**src/design/ats_pkg.sv**
```systemverilog
// Shared types, constants and digit helpers for the amount-to-spoken-tokens block.
`default_nettype none

package ats_pkg;

  // Field widths
  localparam int unsigned AmountW  = 32;
  localparam int unsigned TokenW   = 5;
  localparam int unsigned DigitW   = 4;
  localparam int unsigned GroupW   = 10;
  localparam int unsigned WholeW   = 26;
  localparam int unsigned WholeLoW = 20;
  localparam int unsigned CentsW   = 7;
  localparam int unsigned SlotW    = 4;

  // Divide by 100 through a reciprocal: floor(x / 100) = (x * Div100Magic) >> Div100Shift
  localparam logic [AmountW-1:0] Div100Magic  = 32'h51EB_851F;
  localparam int unsigned        Div100Shift  = 37;
  // Divide by 1000 for values below 2^20
  localparam logic [20:0]        Div1000Magic = 21'd1073742;
  localparam int unsigned        Div1000Shift = 30;

  localparam logic [WholeW-1:0]  OneMillion   = 26'd1000000;

  localparam int unsigned QueueDepth = 4;

  // Token codes
  localparam logic [TokenW-1:0] TokZero     = 5'd0;
  localparam logic [TokenW-1:0] TokOne      = 5'd1;
  localparam logic [TokenW-1:0] TokTeen     = 5'd10;
  localparam logic [TokenW-1:0] TokTens     = 5'd20;
  localparam logic [TokenW-1:0] TokHundred  = 5'd28;
  localparam logic [TokenW-1:0] TokThousand = 5'd29;
  localparam logic [TokenW-1:0] TokMillion  = 5'd30;
  localparam logic [TokenW-1:0] TokDot      = 5'd31;

  // Token positions of one amount, in spoken order
  typedef enum logic [SlotW-1:0] {
    SlotMilDig,
    SlotMillion,
    SlotThouHund,
    SlotThouHundWord,
    SlotThouTens,
    SlotThouOnes,
    SlotThousand,
    SlotUnitHund,
    SlotUnitHundWord,
    SlotUnitTens,
    SlotUnitOnes,
    SlotZero,
    SlotDot,
    SlotCentsTens,
    SlotCentsOnes
  } slot_e;

  localparam int unsigned NumSlots = 15;

  typedef struct packed {
    logic [DigitW-1:0] hund;
    logic [DigitW-1:0] tens;
    logic [DigitW-1:0] ones;
  } digits_t;

  // One classified amount, handed from front to back
  typedef struct packed {
    logic                ovf;
    logic [NumSlots-1:0] mask;
    digits_t             thou;
    digits_t             unit;
    logic [DigitW-1:0]   cents_tens;
    logic [DigitW-1:0]   cents_ones;
  } job_t;

  // Split a value below 1000 into decimal digits with small reciprocal multiplies.
  function automatic digits_t split_group(input logic [GroupW-1:0] g);
    logic [15:0] hund_prod;
    logic [9:0]  rem_full;
    logic [6:0]  rem;
    logic [14:0] tens_prod;
    logic [6:0]  ones_full;
    digits_t     d;
    hund_prod = 16'(g) * 16'd41;
    d.hund    = hund_prod[15:12];
    rem_full  = g - 10'(d.hund) * 10'd100;
    rem       = rem_full[6:0];
    tens_prod = 15'(rem) * 15'd205;
    d.tens    = tens_prod[14:11];
    ones_full = rem - 7'(d.tens) * 7'd10;
    d.ones    = ones_full[3:0];
    return d;
  endfunction

endpackage

`default_nettype wire

```
**src/design/amount_to_spoken_tokens_top.sv**
```systemverilog
// Top level of the amount-to-spoken-tokens block: front pipeline, job queue, token sequencer.
//
//   channel   direction  handshake             payload
//   -------   ---------  --------------------  ----------------------------------
//   input     in         push / full           amount_cents_i[31:0]
//   result    out        empty / pop           token_o[4:0], last_o, overflow_o
//
// An amount enters every cycle while full is low; the front is a three-stage
// pipeline (divide by 100, divide by 1000, digit split) feeding a four-entry job queue.
// The back speaks one token per cycle while the output is not stalled, so an amount
// costs 1 to 12 tokens there; the token count of the amount sets the sustained rate.
// A pushed amount passes front stages, queue and sequencer into the output register.
// Reset is asynchronous and active low; it empties every stage, the queue and the output.
// A stalled pop holds the output register; the sequencer, queue and front fill up behind it.
`default_nettype none

module amount_to_spoken_tokens_top (
  input  logic                        clk_i,
  input  logic                        rst_ni,
  input  logic                        push,
  output logic                        full,
  input  logic [ats_pkg::AmountW-1:0] amount_cents_i,
  output logic                        empty,
  input  logic                        pop,
  output logic [ats_pkg::TokenW-1:0]  token_o,
  output logic                        last_o,
  output logic                        overflow_o
);

  // Front to queue
  logic          fq_valid, fq_full;
  ats_pkg::job_t fq_job;
  // Queue to back
  logic          qb_empty, qb_pop;
  ats_pkg::job_t qb_job;

  // Classify the amount: groups, digits and the mask of tokens to say
  ats_front u_front (
    .clk_i          (clk_i),
    .rst_ni         (rst_ni),
    .push_i         (push),
    .full_o         (full),
    .amount_cents_i (amount_cents_i),
    .job_valid_o    (fq_valid),
    .job_o          (fq_job),
    .job_full_i     (fq_full)
  );

  // Decouple the two sides so a long token run does not stall intake at once
  ats_queue u_queue (
    .clk_i   (clk_i),
    .rst_ni  (rst_ni),
    .push_i  (fq_valid),
    .full_o  (fq_full),
    .data_i  (fq_job),
    .pop_i   (qb_pop),
    .empty_o (qb_empty),
    .data_o  (qb_job)
  );

  // Walk the mask, one token per cycle while the output is free, into the output register
  ats_back u_back (
    .clk_i       (clk_i),
    .rst_ni      (rst_ni),
    .job_valid_i (!qb_empty),
    .job_i       (qb_job),
    .job_pop_o   (qb_pop),
    .pop_i       (pop),
    .empty_o     (empty),
    .token_o     (token_o),
    .last_o      (last_o),
    .overflow_o  (overflow_o)
  );

endmodule

`default_nettype wire

```
**src/design/ats_front.sv**
```systemverilog
// Front pipeline: split the amount into groups and digits and build the token mask.
`default_nettype none

module ats_front (
  input  logic                         clk_i,
  input  logic                         rst_ni,
  input  logic                         push_i,
  output logic                         full_o,
  input  logic [ats_pkg::AmountW-1:0]  amount_cents_i,
  output logic                         job_valid_o,
  output ats_pkg::job_t                job_o,
  input  logic                         job_full_i
);

  logic s1_v_q, s2_v_q, s3_v_q;
  logic adv1, adv2, adv3;
  logic accept;

  assign adv3   = !s3_v_q || !job_full_i;
  assign adv2   = !s2_v_q || adv3;
  assign adv1   = !s1_v_q || adv2;
  assign full_o = !adv1;
  assign accept = push_i && adv1;

  // Stage 1: reciprocal multiply for the whole part
  logic [63:0]                   div_prod;
  logic [ats_pkg::WholeW-1:0]    s1_whole_q;
  logic [ats_pkg::CentsW-1:0]    s1_amt_lo_q;

  assign div_prod = 64'(amount_cents_i) * 64'(ats_pkg::Div100Magic);

  // Stage 2: cents, range flags and thousands quotient
  logic [13:0]                   cents_prod;
  logic [ats_pkg::CentsW-1:0]    cents_d;
  logic [ats_pkg::WholeLoW-1:0]  whole_lo;
  logic [40:0]                   thou_prod;
  logic [ats_pkg::CentsW-1:0]    s2_cents_q;
  logic                          s2_ovf_q, s2_mil_q, s2_zero_q;
  logic [ats_pkg::WholeLoW-1:0]  s2_whole_q;
  logic [ats_pkg::GroupW-1:0]    s2_thou_q;

  assign cents_prod = 14'(s1_whole_q[ats_pkg::CentsW-1:0]) * 14'd100;
  assign cents_d    = s1_amt_lo_q - cents_prod[ats_pkg::CentsW-1:0];
  assign whole_lo   = s1_whole_q[ats_pkg::WholeLoW-1:0];
  assign thou_prod  = 41'(whole_lo) * 41'(ats_pkg::Div1000Magic);

  // Stage 3: unit group and digit split of thousands and cents
  logic [19:0]                   unit_prod;
  logic [ats_pkg::GroupW-1:0]    unit_d;
  ats_pkg::digits_t              thou_dig_d, cents_dig_d;
  logic                          s3_ovf_q, s3_mil_q, s3_zero_q;
  logic [ats_pkg::GroupW-1:0]    s3_unit_q;
  ats_pkg::digits_t              s3_thou_q;
  logic [ats_pkg::DigitW-1:0]    s3_ct_q, s3_co_q;

  assign unit_prod   = 20'(s2_thou_q) * 20'd1000;
  assign unit_d      = s2_whole_q[ats_pkg::GroupW-1:0] - unit_prod[ats_pkg::GroupW-1:0];
  // One million leaves no thousands to speak
  assign thou_dig_d  = s2_mil_q ? '0 : ats_pkg::split_group(s2_thou_q);
  assign cents_dig_d = ats_pkg::split_group(ats_pkg::GroupW'(s2_cents_q));

  always_ff @(posedge clk_i or negedge rst_ni) begin
    if (!rst_ni) begin
      s1_v_q <= 1'b0;
      s2_v_q <= 1'b0;
      s3_v_q <= 1'b0;
    end else begin
      if (adv1) s1_v_q <= accept;
      if (adv2) s2_v_q <= s1_v_q;
      if (adv3) s3_v_q <= s2_v_q;
    end
  end

  always_ff @(posedge clk_i) begin
    if (adv1) begin
      s1_whole_q  <= div_prod[ats_pkg::Div100Shift +: ats_pkg::WholeW];
      s1_amt_lo_q <= amount_cents_i[ats_pkg::CentsW-1:0];
    end
    if (adv2) begin
      s2_cents_q <= cents_d;
      s2_ovf_q   <= s1_whole_q > ats_pkg::OneMillion;
      s2_mil_q   <= s1_whole_q == ats_pkg::OneMillion;
      s2_zero_q  <= s1_whole_q == '0;
      s2_whole_q <= whole_lo;
      s2_thou_q  <= thou_prod[ats_pkg::Div1000Shift +: ats_pkg::GroupW];
    end
    if (adv3) begin
      s3_ovf_q  <= s2_ovf_q;
      s3_mil_q  <= s2_mil_q;
      s3_zero_q <= s2_zero_q;
      s3_unit_q <= unit_d;
      s3_thou_q <= thou_dig_d;
      s3_ct_q   <= cents_dig_d.tens;
      s3_co_q   <= cents_dig_d.ones;
    end
  end

  // Queue write side: unit digits and token mask
  ats_pkg::digits_t              unit_dig;
  logic [ats_pkg::NumSlots-1:0]  mask;
  logic                          thou_nz, cents_nz;

  assign unit_dig = ats_pkg::split_group(s3_unit_q);
  assign thou_nz  = |s3_thou_q;
  assign cents_nz = (s3_ct_q != '0) || (s3_co_q != '0);

  always_comb begin
    mask = '0;
    if (s3_ovf_q) begin
      mask[ats_pkg::SlotZero] = 1'b1;
    end else begin
      mask[ats_pkg::SlotMilDig]       = s3_mil_q;
      mask[ats_pkg::SlotMillion]      = s3_mil_q;
      mask[ats_pkg::SlotThouHund]     = s3_thou_q.hund != '0;
      mask[ats_pkg::SlotThouHundWord] = s3_thou_q.hund != '0;
      mask[ats_pkg::SlotThouTens]     = (s3_thou_q.tens != '0) || (s3_thou_q.ones != '0);
      mask[ats_pkg::SlotThouOnes]     = (s3_thou_q.tens > 4'd1) && (s3_thou_q.ones != '0);
      mask[ats_pkg::SlotThousand]     = thou_nz;
      mask[ats_pkg::SlotUnitHund]     = unit_dig.hund != '0;
      mask[ats_pkg::SlotUnitHundWord] = unit_dig.hund != '0;
      mask[ats_pkg::SlotUnitTens]     = (unit_dig.tens != '0) || (unit_dig.ones != '0);
      mask[ats_pkg::SlotUnitOnes]     = (unit_dig.tens > 4'd1) && (unit_dig.ones != '0);
      mask[ats_pkg::SlotZero]         = s3_zero_q;
      mask[ats_pkg::SlotDot]          = cents_nz;
      mask[ats_pkg::SlotCentsTens]    = cents_nz;
      mask[ats_pkg::SlotCentsOnes]    = s3_co_q != '0;
    end
  end

  assign job_valid_o      = s3_v_q;
  assign job_o.ovf        = s3_ovf_q;
  assign job_o.mask       = mask;
  assign job_o.thou       = s3_thou_q;
  assign job_o.unit       = unit_dig;
  assign job_o.cents_tens = s3_ct_q;
  assign job_o.cents_ones = s3_co_q;

`ifndef SYNTHESIS
  a_full_means_occupied: assert property (@(posedge clk_i) disable iff (!rst_ni)
    full_o |-> (s1_v_q && s2_v_q && s3_v_q && job_full_i))
    else $error("front reports full with a free stage");
`endif

endmodule

`default_nettype wire

```
**src/design/ats_queue.sv**
```systemverilog
// Short job queue between front and back.
`default_nettype none

module ats_queue (
  input  logic          clk_i,
  input  logic          rst_ni,
  input  logic          push_i,
  output logic          full_o,
  input  ats_pkg::job_t data_i,
  input  logic          pop_i,
  output logic          empty_o,
  output ats_pkg::job_t data_o
);

  localparam int unsigned PtrW = $clog2(ats_pkg::QueueDepth);
  localparam int unsigned CntW = $clog2(ats_pkg::QueueDepth + 1);

  ats_pkg::job_t    mem_q [ats_pkg::QueueDepth];
  logic [PtrW-1:0]  wr_q, rd_q;
  logic [CntW-1:0]  cnt_q;
  logic             do_push, do_pop;

  assign full_o  = cnt_q == CntW'(ats_pkg::QueueDepth);
  assign empty_o = cnt_q == '0;
  assign do_push = push_i && !full_o;
  assign do_pop  = pop_i && !empty_o;
  assign data_o  = mem_q[rd_q];

  always_ff @(posedge clk_i or negedge rst_ni) begin
    if (!rst_ni) begin
      wr_q  <= '0;
      rd_q  <= '0;
      cnt_q <= '0;
    end else begin
      if (do_push) begin
        wr_q <= (wr_q == PtrW'(ats_pkg::QueueDepth - 1)) ? '0 : wr_q + 1'b1;
      end
      if (do_pop) begin
        rd_q <= (rd_q == PtrW'(ats_pkg::QueueDepth - 1)) ? '0 : rd_q + 1'b1;
      end
      if (do_push && !do_pop) begin
        cnt_q <= cnt_q + 1'b1;
      end else if (do_pop && !do_push) begin
        cnt_q <= cnt_q - 1'b1;
      end
    end
  end

  always_ff @(posedge clk_i) begin
    if (do_push) mem_q[wr_q] <= data_i;
  end

`ifndef SYNTHESIS
  a_cnt_bound: assert property (@(posedge clk_i) disable iff (!rst_ni)
    cnt_q <= CntW'(ats_pkg::QueueDepth))
    else $error("queue count past depth");
  a_no_pop_empty: assert property (@(posedge clk_i) disable iff (!rst_ni)
    pop_i |-> !empty_o)
    else $error("back popped an empty queue");
`endif

endmodule

`default_nettype wire

```
**src/design/ats_back.sv**
```systemverilog
// Back end: walk a job's token mask, one token per cycle when output is free.
`default_nettype none

module ats_back (
  input  logic                        clk_i,
  input  logic                        rst_ni,
  input  logic                        job_valid_i,
  input  ats_pkg::job_t               job_i,
  output logic                        job_pop_o,
  input  logic                        pop_i,
  output logic                        empty_o,
  output logic [ats_pkg::TokenW-1:0]  token_o,
  output logic                        last_o,
  output logic                        overflow_o
);

  // Token for the tens position of a group: teen, tens word or lone ones digit
  function automatic logic [ats_pkg::TokenW-1:0] tens_token(input ats_pkg::digits_t d);
    logic [ats_pkg::TokenW-1:0] t;
    if (d.tens == 4'd1) begin
      t = ats_pkg::TokTeen + ats_pkg::TokenW'(d.ones);
    end else if (d.tens != '0) begin
      t = ats_pkg::TokTens + ats_pkg::TokenW'(d.tens) - 5'd2;
    end else begin
      t = ats_pkg::TokenW'(d.ones);
    end
    return t;
  endfunction

  logic                          cur_v_q, out_v_q;
  ats_pkg::job_t                 cur_q;
  logic [ats_pkg::TokenW-1:0]    tok_q;
  logic                          last_q, ovf_q;

  logic                          out_free, emit, last_tok, take;
  logic [ats_pkg::NumSlots-1:0]  pick, rest;
  ats_pkg::slot_e                slot;
  logic [ats_pkg::TokenW-1:0]    tok;

  assign out_free  = !out_v_q || pop_i;
  assign emit      = cur_v_q && out_free;
  // Lowest pending slot speaks next
  assign pick      = cur_q.mask & (~cur_q.mask + ats_pkg::NumSlots'(1));
  assign rest      = cur_q.mask & ~pick;
  assign last_tok  = rest == '0;
  assign take      = job_valid_i && (!cur_v_q || (emit && last_tok));
  assign job_pop_o = take;

  always_comb begin
    slot = ats_pkg::SlotMilDig;
    for (int i = 0; i < ats_pkg::NumSlots; i++) begin
      if (pick[i]) slot = ats_pkg::slot_e'(ats_pkg::SlotW'(i));
    end
  end

  always_comb begin
    unique case (slot)
      ats_pkg::SlotMilDig:       tok = ats_pkg::TokOne;
      ats_pkg::SlotMillion:      tok = ats_pkg::TokMillion;
      ats_pkg::SlotThouHund:     tok = ats_pkg::TokenW'(cur_q.thou.hund);
      ats_pkg::SlotThouHundWord: tok = ats_pkg::TokHundred;
      ats_pkg::SlotThouTens:     tok = tens_token(cur_q.thou);
      ats_pkg::SlotThouOnes:     tok = ats_pkg::TokenW'(cur_q.thou.ones);
      ats_pkg::SlotThousand:     tok = ats_pkg::TokThousand;
      ats_pkg::SlotUnitHund:     tok = ats_pkg::TokenW'(cur_q.unit.hund);
      ats_pkg::SlotUnitHundWord: tok = ats_pkg::TokHundred;
      ats_pkg::SlotUnitTens:     tok = tens_token(cur_q.unit);
      ats_pkg::SlotUnitOnes:     tok = ats_pkg::TokenW'(cur_q.unit.ones);
      ats_pkg::SlotZero:         tok = ats_pkg::TokZero;
      ats_pkg::SlotDot:          tok = ats_pkg::TokDot;
      ats_pkg::SlotCentsTens:    tok = ats_pkg::TokenW'(cur_q.cents_tens);
      ats_pkg::SlotCentsOnes:    tok = ats_pkg::TokenW'(cur_q.cents_ones);
      default:                   tok = ats_pkg::TokZero;
    endcase
  end

  always_ff @(posedge clk_i or negedge rst_ni) begin
    if (!rst_ni) begin
      cur_v_q <= 1'b0;
      out_v_q <= 1'b0;
    end else begin
      if (take) begin
        cur_v_q <= 1'b1;
      end else if (emit && last_tok) begin
        cur_v_q <= 1'b0;
      end
      if (out_free) out_v_q <= emit;
    end
  end

  always_ff @(posedge clk_i) begin
    if (take) begin
      cur_q <= job_i;
    end else if (emit) begin
      cur_q.mask <= rest;
    end
    if (emit) begin
      tok_q  <= tok;
      last_q <= last_tok;
      ovf_q  <= cur_q.ovf;
    end
  end

  assign empty_o    = !out_v_q;
  assign token_o    = tok_q;
  assign last_o     = last_q;
  assign overflow_o = ovf_q;

`ifndef SYNTHESIS
  a_mask_live: assert property (@(posedge clk_i) disable iff (!rst_ni)
    cur_v_q |-> (cur_q.mask != '0))
    else $error("active job with nothing left to speak");
  a_ovf_single: assert property (@(posedge clk_i) disable iff (!rst_ni)
    (out_v_q && ovf_q) |-> (last_q && (tok_q == ats_pkg::TokZero)))
    else $error("overflow result is not a lone zero token");
  a_drain: assert property (@(posedge clk_i) disable iff (!rst_ni)
    (emit && last_tok && !job_valid_i) |=> !cur_v_q)
    else $error("job still active after its last token");
`endif

endmodule

`default_nettype wire
```
**config.mk**
```make
export PLATFORM = sky130hd
export DESIGN_NAME = amount_to_spoken_tokens_top
export DESIGN_NICKNAME = d
export VERILOG_FILES = /design/src/design/ats_pkg.sv /design/src/design/amount_to_spoken_tokens_top.sv /design/src/design/ats_front.sv /design/src/design/ats_queue.sv /design/src/design/ats_back.sv
export SDC_FILE = /design/constraint.sdc
export NUM_CORES = 2
export LEC_CHECK = 0
export ABC_CLOCK_PERIOD_IN_PS = 16700
export BUFFER_PORTS_ARGS = -buffer_cell sky130_fd_sc_hd__buf_2
export CORE_MARGIN = 4
export CORE_UTILIZATION = 65
export DETAILED_ROUTE_END_ITERATION = 7
export GPL_ROUTABILITY_DRIVEN = 1
export HOLD_SLACK_MARGIN = 0.06
export PLACE_DENSITY = 0.82
export SLEW_MARGIN = 20
export SYNTH_ARGS = -nofsm -noshare
export SYNTH_HDL_FRONTEND = slang
export SYNTH_SLANG_ARGS = --single-unit
```
**constraint.sdc**
```tcl
create_clock -name clk_i -period 16.7 [get_ports clk_i]
set_input_delay 3.34 -clock clk_i [delete_from_list [all_inputs] [get_ports clk_i]]
set_output_delay 3.34 -clock clk_i [all_outputs]
set_load 0.05 [all_outputs]
```
==> out/metrics.cfg <==
[timing]
finalCritPeriodShare_pct = 60.0
worstMarginPinSlew_ns = 1.05
hold_viol_final = 0
setup_viol = 0
maxClockFrequency_mhz = 99.8
rsz0062_at_grt = false
finalClockSkew_ns = 0.0205
timing.final.crit_period_ns = 10.02
max-slew-margin-rel_pct = 29.7
tns_ns = 0
slew_viol_final = 0

[synth]
synth_edf_count = 327
synth_top_cell_area_share_pct = 25.9
syn-cell-area_um2 = 40000
synthSimpleGateAreaFrac_pct = 3.69
synth_top_family_by_area = adder cells
synth_fp_nets = 4749
synth-compound-area-share_pct = 5.57
synthTopCellsByArea = fa_1 26%, ha_1 26%, edfxtp_1 25%
muxShareOfSynthArea_pct = 2.63
synthAdderAreaFrac_pct = 51.6
syn_avg_cell_area_um2 = 11.8
yosysTopAreaCell = fa_1
yosysSeqAreaShare_pct = 25.3
yosys_warnings = 0
netlist_instances = 3380
synth-xor-area-share_pct = 2.68
async_flop_share_pct = 3.54
ys_ff_latch = 339
yosysUniqueCellTypes = 82
synth_ff_type = edfxtp_1

[worst_setup_path]
r2r-end = u_queue.mem_q[1][41]$_DFFE_PP_
arrival_ns = 10.30
critPathCaptureType = flip-flop
reg2reg_from = u_front.s3_unit_q[4]$_DFFE_PP_
worst-setup-path-type = in2reg
endpoint = u_front.s1_whole_q[19]$_DFFE_PN_
startpoint = amount_cents_i[6]
cp.required_ns = 16.98
crit_fanout = 11
rrSetupSlack_ns = 6.91
ff2ff_path_depth = 38
worstSetupStartpointType = primary input

[cts]
cts_buffer_depth = 3
cts_buffers = 35
holdBufCountCts = 0
clkSinkCount = 339
insertion_delay_ns = 0.54
clk_pin_slew_worst_paths_ns = 0.06
cts_tree = done
cts_root_buf = clkbuf_16
post_cts_buffers = 0
ctsResizeCount = 0
cts_max_level = 2

[global_route]
gr-usage-met1_pct = 37.0
met2_usage_pct = 46.9
grt_usage_pct = 27.8
grt_pass1_vias = 26800
gr-total-overflow = 0
grt_util_met3_pct = 5.56
top_usage_layer = met2
grt_max_degree = 50
antenna_found_initial = 2
grt_pass1_wl_mm = 144

[floorplan]
io_pins = 45
rows = 90
die_h_um = 256
dieArea_um2 = 65500
coreArea_um2 = 60600
fp.dieW_um = 256
start_util_pct = 66.0

[routing]
detail-route-antenna-nets = 0
drc = 0
first_iter_violations = 1726
vias = 24800
postRouteWirelength_mm = 88.9
vias_per_cell = 5.85
firstDrtPassIters = 5
wl_per_cell_um = 20.9

[cells_and_area]
areaGrowthSynthToFinish_pct = 6.00
layout_common_cells = 876 x inv_1, 816 x ha_1, 517 x fa_1
final_common_cell = inv_1
drive_gt1_share_pct = 4.99
fillerInstances = 4225
antenna_cells = 0
fin_nets = 4810

[place]
dp_hpwl_mm = 73.3
globalplace.congestion = 1.00
io_buffer_count = 44

[status]
status = completed

[hold_path]
hold_class = reg2reg

[run]
cap_violations = 0

[stage by stage]
| step | cells | hold slack (ns) | setup WS [ns] | util [%] | cell area [um2] |
|---|---|---|---|---|---|
| 2_1_floorplan | 3380 | 0.400 | 7.19 | - | 40000 |
| 3_3_place_gp | 4186 | 0.401 | 6.25 | 67.9 | 41100 |
| 3_5_place_dp | 4186 | 0.405 | 6.19 | 67.9 | 41100 |
| 4_1_cts | 4249 | 0.419 | 6.74 | 69.9 | 42400 |
| 5_1_grt | 4249 | 0.429 | 6.38 | 69.9 | 42400 |
| 6_report | 4249 | 0.418 | 6.68 | 69.9 | 42400 |
[layer usage]
layer  up-vias  part of all wire, %
li1      11400                    -
met1     12400                   40
met2       845                   49
met3       176                  7.6
met4         4                  3.3
met5         -                0.034
[worst max-delay path: stages]
cell	delay, ns
buf_2	0.32
ha_1	0.34
fa_1	0.54
fa_1	0.45
ha_1	0.33
fa_1	0.55
inv_1	0.06
fa_1	0.52
inv_1	0.06
fa_1	0.51
fa_1	0.49
ha_1	0.32
a21o_1	0.16
a21oi_1	0.31
o21ai_0	0.17
a32oi_1	0.18
o31ai_1	0.17
o31ai_1	0.84
nor2_1	0.16
a311oi_1	0.36
xnor2_1	0.10
[Yosys cell counts (20+ instances only)]
cell and n:
inv_1 876, nand2_1 50, nor3_1 24, o21ai_0 32, o21ai_1 26, nor2_1 58, ha_1 816, edfxtp_1 327
xnor2_1 86, nor2b_1 20, a21o_1 56, a21oi_1 105, fa_1 517, nand3_1 39, mux4_2 42, xor2_1 31
[area by class of cell]
| cell class | instances | area (um2) | area share (%) |
|---|---|---|---|
| Inverter | 878 | 3300 | 7.78 |
| Clock buffer | 42 | 943 | 2.23 |
| Sequential cell | 339 | 10100 | 23.9 |
| Multi-Input combinational cell | 2134 | 26400 | 62.4 |
| Timing Repair Buffer | 53 | 288 | 0.679 |
| Tap cell | 782 | 978 | 2.31 |
| Clock inverter | 21 | 303 | 0.715 |
[logic make-up (layout without fill, tap and decap cells)]
group / Yosys count / in the layout
XOR/XNOR: 119 / 119
buffers and inverters: 907 / 994
multiplexers: 52 / 52
AO/OA/AOI/OAI: 341 / 341
flip-flops: 339 / 339
AND/OR/NAND/NOR: 284 / 284
adder cells (fa/ha/maj): 1338 / 1338
[worst min path at each step]
stage / startpoint / end / slack, ns / depth (start not counted)
floorplan: u_back.cur_q[47]$_DFFE_PP_ / u_back.overflow_o$_DFFE_PP_ / 0.40 / 0
global placement: u_front.s2_whole_q[0]$_DFFE_PP_ / u_front.s3_unit_q[0]$_DFFE_PP_ / 0.40 / 0
detailed placement: u_front.s2_whole_q[2]$_DFFE_PP_ / u_front.s3_unit_q[2]$_DFFE_PP_ / 0.41 / 0
CTS: u_front.s2_whole_q[2]$_DFFE_PP_ / u_front.s3_unit_q[2]$_DFFE_PP_ / 0.42 / 0
global route: u_front.s2_whole_q[2]$_DFFE_PP_ / u_front.s3_unit_q[2]$_DFFE_PP_ / 0.43 / 0
finish: u_front.s2_whole_q[2]$_DFFE_PP_ / u_front.s3_unit_q[2]$_DFFE_PP_ / 0.42 / 0
[state kept, by name, indices dropped and copies added, names as in the netlist, 2 cells and up]
signal / count
u_front.s2_whole_q: 10
u_front.s3_ct_q: 4
u_queue.rd_q: 2
u_front.s1_whole_q: 26
u_front.s3_unit_q: 10
u_front.job_o: 12
u_queue.mem_q: 176
u_queue.cnt_q: 3
u_back.cur_q: 48
u_front.s2_thou_q: 10
u_front.s3_co_q: 4
u_front.s1_amt_lo_q: 7
u_queue.wr_q: 2
u_back.token_o: 5
u_front.s2_cents_q: 7
Power is left out: the tool's default activity adds up to more than one toggle a clock period on the data nets, which glitch-free logic cannot reach.
